===== src/design/emx_pkg.sv =====
package emx_pkg;

  // width of the base, exponent, modulus and result fields at the block's ports
  localparam int unsigned FIELD_W = 32;

  // default arithmetic width, legal range 8 to 64
  localparam int unsigned OPERAND_WIDTH_DEF = 32;

  typedef logic [FIELD_W-1:0] emx_field_t;

  // one input word
  typedef struct packed {
    emx_field_t base_value;
    emx_field_t exponent;
    emx_field_t modulus;
  } emx_in_t;

  // one result word
  typedef struct packed {
    emx_field_t power_result;
    logic       modulus_error;
  } emx_out_t;

  // status of the shared modular multiplier
  typedef struct packed {
    logic busy;
    logic done;
  } emx_mm_stat_t;

endpackage


===== src/design/emx_stream_if.sv =====
interface emx_stream_if #(
  parameter type PayloadT = logic
);
  logic    valid;
  logic    ready;
  PayloadT payload;

  modport source (output valid, output payload, input ready);
  modport sink   (input valid, input payload, output ready);
endinterface


===== src/design/emx_modmul.sv =====
module emx_modmul #(
  parameter int unsigned Width = emx_pkg::OPERAND_WIDTH_DEF
) (
  input  logic                 clk_i,
  input  logic                 rst_ni,
  input  logic                 start_i,
  input  logic [Width-1:0]     a_i,
  input  logic [Width-1:0]     b_i,
  input  logic [Width-1:0]     m_i,
  output emx_pkg::emx_mm_stat_t stat_o,
  output logic [Width-1:0]     prod_o
);
  import emx_pkg::*;

  localparam int unsigned IdxW = $clog2(Width);
  localparam logic [IdxW-1:0] IdxTop = IdxW'(Width - 1);

  logic [Width-1:0] a_q, b_q, m_q, acc_q, acc_d;
  logic [IdxW-1:0]  idx_q, idx_d;
  logic             phase_q, phase_d;
  logic             busy_q, busy_d;
  logic             done_q, done_d;
  logic             load;

  logic [Width-1:0] addend;
  logic [Width:0]   sum, diff;

  assign load = start_i && !busy_q;

  // shared adder: acc + acc (doubling) or acc + a, then one conditional subtract of m
  assign addend = phase_q ? a_q : acc_q;
  assign sum    = {1'b0, acc_q} + {1'b0, addend};
  assign diff   = sum - {1'b0, m_q};

  // bit walk over b, msb first: double, then add a when the bit is set
  always_comb begin
    acc_d   = acc_q;
    idx_d   = idx_q;
    phase_d = phase_q;
    busy_d  = busy_q;
    done_d  = 1'b0;
    if (load) begin
      acc_d   = '0;
      idx_d   = IdxTop;
      phase_d = 1'b0;
      busy_d  = 1'b1;
    end else if (busy_q) begin
      acc_d = (sum >= {1'b0, m_q}) ? diff[Width-1:0] : sum[Width-1:0];
      if (!phase_q && b_q[idx_q]) begin
        phase_d = 1'b1;
      end else begin
        phase_d = 1'b0;
        if (idx_q == '0) begin
          busy_d = 1'b0;
          done_d = 1'b1;
        end else begin
          idx_d = idx_q - IdxW'(1);
        end
      end
    end
  end

  // control state
  always_ff @(posedge clk_i or negedge rst_ni) begin
    if (!rst_ni) begin
      idx_q   <= '0;
      phase_q <= 1'b0;
      busy_q  <= 1'b0;
      done_q  <= 1'b0;
    end else begin
      idx_q   <= idx_d;
      phase_q <= phase_d;
      busy_q  <= busy_d;
      done_q  <= done_d;
    end
  end

  // operands and accumulator
  always_ff @(posedge clk_i) begin
    acc_q <= acc_d;
    if (load) begin
      a_q <= a_i;
      b_q <= b_i;
      m_q <= m_i;
    end
  end

  assign stat_o.busy = busy_q;
  assign stat_o.done = done_q;
  assign prod_o      = acc_q;

endmodule


===== src/design/modular_exponentiation.sv =====
// channel  modport  word       fields
// req_i    sink     emx_in_t   base_value, exponent, modulus
// rsp_o    source   emx_out_t  power_result, modulus_error
//
// one word at a time; ready is high only while the sequencer is idle.
// each modular multiply walks the W multiplier bits in the shared adder, with a
// doubling step per bit and an add step per set bit, W = OPERAND_WIDTH.
// a word costs one base reduction, one squaring per exponent bit below the top
// set bit and one multiply per set bit; a zero modulus or zero exponent skips
// the multiplier and goes straight from idle to the done state.
// a new word is taken while the last result still waits in the output register.
// reset is asynchronous, active low, and leaves the block idle.
module modular_exponentiation #(
  parameter int unsigned OPERAND_WIDTH = emx_pkg::OPERAND_WIDTH_DEF
) (
  input  logic         clk_i,
  input  logic         rst_ni,
  emx_stream_if.sink   req_i,
  emx_stream_if.source rsp_o
);
  import emx_pkg::*;

  localparam int unsigned W = OPERAND_WIDTH;
  typedef logic [W-1:0] op_t;

  localparam logic [2:0] ST_IDLE = 3'd0;
  localparam logic [2:0] ST_RED  = 3'd1;
  localparam logic [2:0] ST_MUL  = 3'd2;
  localparam logic [2:0] ST_SQR  = 3'd3;
  localparam logic [2:0] ST_DONE = 3'd4;

  localparam op_t OneW = op_t'(1);

  logic [2:0]   state_q, state_d;
  logic         issued_q, issued_d;
  logic         out_valid_q, out_valid_d;
  op_t          base_q, base_d;
  op_t          res_q, res_d;
  op_t          mod_q, mod_d;
  op_t          expo_q, expo_d;
  logic         err_q, err_d;
  emx_out_t     out_q, out_d;

  op_t          in_base, in_expo, in_mod;
  logic         in_take, out_take, in_busy_state;
  logic         mm_start;
  op_t          mm_a, mm_prod;
  emx_mm_stat_t mm_stat;

  // operands in their low W bits
  assign in_base = op_t'(req_i.payload.base_value);
  assign in_expo = op_t'(req_i.payload.exponent);
  assign in_mod  = op_t'(req_i.payload.modulus);

  assign req_i.ready = (state_q == ST_IDLE);
  assign in_take     = req_i.valid && (state_q == ST_IDLE);
  assign out_take    = out_valid_q && rsp_o.ready;

  // multiplier operands: squaring uses base twice, the rest multiply res by base
  assign in_busy_state = (state_q == ST_RED) || (state_q == ST_MUL) || (state_q == ST_SQR);
  assign mm_start      = in_busy_state && !issued_q && !mm_stat.busy;
  assign mm_a          = (state_q == ST_SQR) ? base_q : res_q;

  emx_modmul #(
    .Width (W)
  ) u_modmul (
    .clk_i   (clk_i),
    .rst_ni  (rst_ni),
    .start_i (mm_start),
    .a_i     (mm_a),
    .b_i     (base_q),
    .m_i     (mod_q),
    .stat_o  (mm_stat),
    .prod_o  (mm_prod)
  );

  // square-and-multiply sequencer
  always_comb begin
    state_d     = state_q;
    issued_d    = issued_q;
    out_valid_d = out_valid_q && !out_take;
    base_d      = base_q;
    res_d       = res_q;
    mod_d       = mod_q;
    expo_d      = expo_q;
    err_d       = err_q;
    out_d       = out_q;
    if (mm_start) begin
      issued_d = 1'b1;
    end
    case (state_q)
      ST_IDLE: begin
        if (in_take) begin
          base_d = in_base;
          mod_d  = in_mod;
          expo_d = in_expo;
          err_d  = 1'b0;
          if (in_mod == '0) begin
            res_d   = '0;
            err_d   = 1'b1;
            state_d = ST_DONE;
          end else if (in_expo == '0) begin
            res_d   = OneW;
            state_d = ST_DONE;
          end else begin
            // one reduced by the modulus: also the multiplicand for the base reduction
            res_d   = (in_mod == OneW) ? '0 : OneW;
            state_d = ST_RED;
          end
        end
      end
      ST_RED: begin
        if (mm_stat.done) begin
          base_d   = mm_prod;
          issued_d = 1'b0;
          state_d  = expo_q[0] ? ST_MUL : ST_SQR;
        end
      end
      ST_MUL: begin
        if (mm_stat.done) begin
          res_d    = mm_prod;
          issued_d = 1'b0;
          // no square needed after the top set bit
          state_d  = ((expo_q >> 1) == '0) ? ST_DONE : ST_SQR;
        end
      end
      ST_SQR: begin
        if (mm_stat.done) begin
          base_d   = mm_prod;
          expo_d   = expo_q >> 1;
          issued_d = 1'b0;
          state_d  = expo_q[1] ? ST_MUL : ST_SQR;
        end
      end
      ST_DONE: begin
        if (!out_valid_q || rsp_o.ready) begin
          out_d.power_result  = emx_field_t'(res_q);
          out_d.modulus_error = err_q;
          out_valid_d         = 1'b1;
          state_d             = ST_IDLE;
        end
      end
      default: begin
        state_d  = ST_IDLE;
        issued_d = 1'b0;
      end
    endcase
  end

  // control state
  always_ff @(posedge clk_i or negedge rst_ni) begin
    if (!rst_ni) begin
      state_q     <= ST_IDLE;
      issued_q    <= 1'b0;
      out_valid_q <= 1'b0;
    end else begin
      state_q     <= state_d;
      issued_q    <= issued_d;
      out_valid_q <= out_valid_d;
    end
  end

  // working values and output word
  always_ff @(posedge clk_i) begin
    base_q <= base_d;
    res_q  <= res_d;
    mod_q  <= mod_d;
    expo_q <= expo_d;
    err_q  <= err_d;
    out_q  <= out_d;
  end

  assign rsp_o.valid   = out_valid_q;
  assign rsp_o.payload = out_q;

endmodule


===== src/flat_wrapper.sv =====
// flat-port wrapper written by rule: the top's interface ports become plain ports
module modular_exponentiation_flat import emx_pkg::*;
#(
  parameter int unsigned OPERAND_WIDTH = emx_pkg::OPERAND_WIDTH_DEF
)
  (clk_i, rst_ni, req_i_valid, req_i_payload, req_i_ready, rsp_o_valid, rsp_o_payload, rsp_o_ready);
  emx_stream_if #(.PayloadT(emx_in_t)) req_i_i ();
  emx_stream_if #(.PayloadT(emx_out_t)) rsp_o_i ();
  input  logic clk_i;
  input  logic rst_ni;
  input wire logic [$bits(req_i_i.valid)-1:0] req_i_valid;
  input wire logic [$bits(req_i_i.payload)-1:0] req_i_payload;
  output wire logic [$bits(req_i_i.ready)-1:0] req_i_ready;
  output wire logic [$bits(rsp_o_i.valid)-1:0] rsp_o_valid;
  output wire logic [$bits(rsp_o_i.payload)-1:0] rsp_o_payload;
  input wire logic [$bits(rsp_o_i.ready)-1:0] rsp_o_ready;
  assign req_i_i.valid = req_i_valid;
  assign req_i_i.payload = req_i_payload;
  assign req_i_ready = req_i_i.ready;
  assign rsp_o_valid = rsp_o_i.valid;
  assign rsp_o_payload = rsp_o_i.payload;
  assign rsp_o_i.ready = rsp_o_ready;
  modular_exponentiation #(.OPERAND_WIDTH(OPERAND_WIDTH)) u_core (.clk_i(clk_i), .rst_ni(rst_ni), .req_i(req_i_i), .rsp_o(rsp_o_i));
endmodule

===== config.mk =====
export PLATFORM = sky130hd
export DESIGN_NAME = modular_exponentiation_flat
export DESIGN_NICKNAME = d
export VERILOG_FILES = /design/src/design/emx_pkg.sv /design/src/design/emx_stream_if.sv /design/src/design/emx_modmul.sv /design/src/design/modular_exponentiation.sv /design/src/flat_wrapper.sv
export SDC_FILE = /design/constraint.sdc
export NUM_CORES = 1
export LEC_CHECK = 0
export BUFFER_PORTS_ARGS = -buffer_cell sky130_fd_sc_hd__buf_2
export CAP_MARGIN = 20
export CORE_UTILIZATION = 48
export DETAILED_ROUTE_END_ITERATION = 12
export GPL_ROUTABILITY_DRIVEN = 1
export PLACE_DENSITY = 0.67
export SLEW_MARGIN = 0
export SYNTH_ARGS = -nofsm -noshare
export SYNTH_HDL_FRONTEND = slang
export SYNTH_HIERARCHICAL = 1
export SYNTH_SLANG_ARGS = --single-unit

===== constraint.sdc =====
create_clock -name clk_i -period 7.26 [get_ports clk_i]
set_clock_uncertainty 0.05 [all_clocks]
set_input_delay 0.726 -clock clk_i [delete_from_list [all_inputs] [get_ports clk_i]]
set_output_delay 0.726 -clock clk_i [all_outputs]
set_load 0.03 [all_outputs]

# Word level (Yosys, flattened, before mapping)
# Cells that the tools add are included.
# W data, S select, Z words.
# totals
out_inout_bits	35
in_bits	100
reg_bits	303
wordCells	118
# op_classes
reduce_logical	34
addsub	3
eq_ne	13
muxes	48
order_cmp	2
# ops
cell	count
$mux W32	10
$pmux W32 S2	3
$logic_not A32 Y1	3
$add A32 B32 Y33	1
$ge A33 B32 Y1	1
$eq A32 B1 Y1 const B	1
$sub A32 B32 Y32	1
$mux W3	8
$mux W1	20
$mux W5	4
$pmux W3 S5	1
$reduce_and A3 Y1	4
$ne A2 B2 Y1 const B	5
$reduce_bool A2 Y1	4
$logic_and A1 B1 Y1	7
$eq A3 B2 Y1 const B	2
$lt A5 B6 Y1 const B	1
$ne A2 B1 Y1 const B	3
$bmux W1 S5	1
$logic_not A1 Y1	5
$logic_not A5 Y1	1
$reduce_and A5 Y1	1
$sub A5 B1 Y5 const B	1
$reduce_and A2 Y1	2
7 further kinds	10

# Depth between registers and ports, before layout
# logic_depth
depth_word	8
ltp_mapped	26

# Hierarchy
# Netlist, hierarchy kept.
# by_module_without_submodules
module	seq_area_each_um2	instances	area_per_inst_um2	cells_each
emx_modmul	3723.6	1	8396.8	783
modular_exponentiation	4989.8	1	6820.3	456

# Worst setup path before layout
# OpenSTA, ideal clock, no wires.
# synth_path
kind	reg-to-reg
startpoint	register u_core.u_modmul.phase_q
endpoint	register u_core.u_modmul.acc_q[18] (netlist: u_core/u_modmul/prod_o[18])
period_less_slack_ns	5.445
path_stages_with_launch	26
setup_slack_ns	1.815
path_buffers	4
arrival_time_ns	5.262
setup_time_ns	0.134
cell_sequence	dfrtp_1 -> clkbuf_1 -> buf_1 -> mux2_2 -> ha_1 -> a21o_1 -> a21o_1 -> a21oi_1 -> a31oi_1 -> a21o_1 -> a21oi_1 -> o21a_1 -> o21ai_0 -> a211o_1 -> and2_1 -> ha_1 -> nor2b_1 -> a2111oi_0 -> o21ai_0 -> a31oi_1 -> o21ai_0 -> a41oi_1 -> buf_4 -> buf_4 -> mux2i_1 -> o22ai_1
# synth_via
elab_chain_cells	4
word_cells_on_any_way	5
cone_classes	2 x add/sub; 1 x order compare; 2 x mux
# synth_rtl
element	line_no	rtl
from (decl)	emx_modmul.sv:20	logic phase_q, phase_d;
from (signal assigned)	emx_modmul.sv:72	phase_q <= phase_d;
$mux W32 *	emx_modmul.sv:31	assign addend = phase_q ? a_q : acc_q;
$add A32 B32 Y33 *	emx_modmul.sv:32	assign sum = {1'b0, acc_q} + {1'b0, addend};
$sub A32 B32 Y32 / $ge A33 B32 Y1 (equally long branches)	emx_modmul.sv:33, emx_modmul.sv:48	
$mux W32 *	emx_modmul.sv:48	acc_d = (sum >= {1'b0, m_q}) ? diff[Width-1:0] : sum[Width-1:0];
to (signal assigned)	emx_modmul.sv:80	acc_q <= acc_d;
to (decl)	emx_modmul.sv:18	logic [Width-1:0] a_q, b_q, m_q, acc_q, acc_d;
# Mark *: on every way between the ends. The rest lies on a longest branch, timed or not.
# A chain may end at the register's enable or synchronous reset.

# Final worst setup path
# layout_path
startpoint	register u_core.u_modmul.phase_q
endpoint	register u_core.u_modmul.acc_q[3] (netlist: u_core/u_modmul/prod_o[3])
# The elaborated chain is that of the path after synthesis.

==> impl_metrics.toml <==
[route]
drc = 0
routedWlPerCell_um = 19.3
viasPerCell = 5.65
antenna_left = 0
vias = 10194
drt_iter0_drc = 953
firstDrtPassIters = 6
routed_wl_mm = 34.9

[synth]
yosysUniqueCellTypes = 69
ys_seq_area_share_pct = 57.3
avgSynthCellArea_um2 = 12.3
ys.flop_type = "edfxtp_1"
async_flop_share_pct = 4.29
syn-num-nets = 1407
ys_warn_count = 6
synth_area_um2 = 15200
ys_ff_latch = 303
syn_inst = 1239
synth_edf_count = 258

[clock_network]
cts_resized = 0
cts_max_path_buffers = 3
cts_buffers = 35
clock-sinks = 303
clock-root-buffer = "clkbuf_16"
ctsHtreeMaxLevel = 2
post_cts_hold_buffer_count = 0
cts_tree = "done"
clk_pin_slew_ns = 0.06
cts_setup_buffers = 0
insertion_delay_ns = 0.52

[worst_setup_path]
regToRegStartpoint = "u_core/u_modmul/phase_q"
cp_max_fo = 37
reg2reg_depth = 23
crit_family = "compound AO/OA/AOI/OAI gates"
worstSetupEndpointType = "flip-flop"
crit_buf_inv = 2
path_class = "reg -> reg"
cp-startpoint = "u_core/u_modmul/phase_q"
startpoint_type = "flip-flop"
cp_common_cell = "o21ai_0"
crit_slowest_cell = "buf_4"
crit_required_ns = 7.59
crit_chain = "buf_4 > mux2_2 > ha_1 > a211oi_1 > o211ai_1 > nand3_1 > a31oi_1 > a21o_1 > a21oi_1 > o21a_1 > o21ai_0 > a211o_1 > and2_1 > ha_1 > nor2b_1 > a2111oi_0 > o21ai_0 > a31oi_1 > o21ai_0 > a41oi_4 > buf_4 > mux2i_1 > o22ai_1"
cp.depth = 23
cpPeakStageDelay_ns = 0.49
reg2reg_slack_ns = 0.93
endpoint = "u_core/u_modmul/prod_o[3]"
arrival_ns = 6.66
r2r-end = "u_core/u_modmul/prod_o[3]"

[floorplanning]
initial_core_util_pct = 49.2
core_area_um2 = 30900
row_count = 64
die-area_um2 = 32400
die_y_um = 180
ios = 135
die_x_um = 180

[timing]
setup_viol = 0
rsz0062_at_grt = "no"
tightest_slew_ns = 1.19
hold_violations = 0
worst_slack_ns = 0.931
setup-tns-final_ns = 0
relSlewSlack_pct = 18.8
clock.fmax_ghz = 0.158
drv_slew = 0
fin_crit_sh_pct = 87.2
fin_crit_ns = 6.33

[global_routing]
overflow = 0
grt_pass1_vias = 9804
grt_usage_pct = 21.5
antenna_found_initial = 0
grt_max_degree = 60
grt_pass1_wl_mm = 54.7

[placement]
dpl.hpwl_mm = 24.4
io_buffer_count = 134
gp_congestion = 0.885
pre_cts_slack_ns = 1.01

[flow_run]
cap_violations = 0

[hold_path]
worstHoldPathType = "in -> async"

[run_status]
status = "finished clean"

[layout]
fin_nets = 1549
syn_to_final_growth_pct = 15.3
num_antenna_cells = 0
post_route_cells_drive_above_1_share_pct = 18.8
==> layout by cell type, fill, tap and decap left out, types with 6 or more instances in the layout <==
cell type / n
o22ai_1: 24
and3_1: 42
o211ai_1: 7
xor2_1: 20
clkbuf_16: 36
nor2b_1: 9
buf_4: 15
a211oi_1: 7
mux2i_1: 31
and2_1: 10
clkinv_1: 8
buf_2: 134
mux2_2: 34
o21a_1: 7
a21oi_1: 71
edfxtp_1: 258
nand2_1: 168
xnor2_1: 36
nand4_1: 6
nor4_1: 24
dfxtp_1: 32
mux4_2: 8
ha_1: 66
nand2b_1: 11
nor3_1: 11
mux2_1: 63
nor2_1: 31
nand3_1: 19
o31ai_1: 6
inv_1: 53
dfrtp_1: 13
o21bai_1: 6
a21o_1: 24
o21ai_0: 36
==> worst min path at each step <==
stage | start | endpoint | slack [ns] | depth (start not counted)
floorplan | u_core/err_q | u_core/rsp_o.payload[0] | 0.35 | 0
global placement | u_core/err_q | u_core/rsp_o.payload[0] | 0.35 | 0
detailed placement | u_core/mod_q[11] | u_core/u_modmul/m_q[11] | 0.35 | 0
CTS | rst_ni | u_core/u_modmul/busy_q | 0.05 | 1
global route | rst_ni | u_core/rsp_o.valid | 0.06 | 1
finish | rst_ni | u_core/rsp_o.valid | 0.05 | 1
==> layout make-up <==
cell class	count	area (µm²)
Clock buffer	41	920
Tap cell	396	495
Sequential cell	303	8710
Timing Repair Buffer	150	811
Clock inverter	23	262
Fill cell	2568	13400
Inverter	55	208
Multi-Input combinational cell	836	6130
==> cells by family (layout without fill, tap and decap cells) <==
logic type	after synthesis	after routing	share of synthesized area [%]
AND/OR/NAND/NOR	345	345	11.0
flip-flops	303	303	57.3
AO/OA/AOI/OAI	231	231	9.73
multiplexers	136	136	10.4
buffers and inverters	100	269	2.71
adder cells (fa/ha/maj)	68	68	5.69
XOR/XNOR	56	56	3.22
==> registers in the layout, indices dropped and copies added (netlist names) <==
register / cells
u_core/u_modmul/idx_q: 5
u_core/expo_q: 32
u_core/u_modmul/phase_q: 1
u_core/u_modmul/a_q: 32
u_core/u_modmul/b_q: 32
u_core/err_q: 1
u_core/base_q: 32
u_core/mod_q: 32
u_core/u_modmul/prod_o: 32
u_core/u_modmul/done_q: 1
u_core/rsp_o.payload: 33
u_core/res_q: 32
u_core/u_modmul/m_q: 32
u_core/issued_q: 1
u_core/rsp_o.valid: 1
u_core/u_modmul/busy_q: 1
u_core/state_q: 3
==> stage by stage <==
step | instance area, µm² | instances | hold slack, ns | utilization [%]
floorplan | 15200 | 1239 | 0.350 | -
global placement | 16300 | 1739 | 0.351 | 52.8
detailed placement | 16300 | 1739 | 0.355 | 52.8
CTS | 17500 | 1803 | 0.0496 | 56.7
global route | 17500 | 1804 | 0.0601 | 56.7
finish | 17500 | 1804 | 0.0530 | 56.7
==> metal layers <==
layer	track usage, %	share of wire, %	vias to the layer above	wire, µm
li1	-	-	4937	-
met5	0	0	-	0
met2	32.3	43	364	15100
met3	2.81	6.2	39	2160
met1	33.4	49	4854	17100
met4	4.31	1.3	0	468
==> worst register-to-register path, delay by kind of cell, from the launching register on <==
kind / cells / cell delay, ns
muxes: 2 / 0.69
DFF: 1 / 0.37
buffers and inverters: 2 / 0.87
adders and majority gates: 2 / 0.60
AOI/OAI and AO/OA: 14 / 3.10
and+or+nand+nor: 3 / 0.51
==> cells in the mapped netlist, types with 24 or more instances <==
library cell  number  area share, %
edfxtp_1         258             51
and3_1            42            1.7
o22ai_1           24           0.99
a21oi_1           72            2.4
mux2_2            34            2.5
mux2i_1           31            2.0
ha_1              66            5.4
nor4_1            25            1.0
inv_1             54            1.3
dfxtp_1           32            4.2
clkbuf_1          32           0.79
o21ai_0           38            1.2
a21o_1            24            1.2
nor2_1            31           0.76
mux2_1            63            4.7
nand2_1          169            4.2
xnor2_1           36            2.1
Power is left out: the tool's default activity adds up to more than one toggle a clock period on the data nets, which glitch-free logic cannot reach.
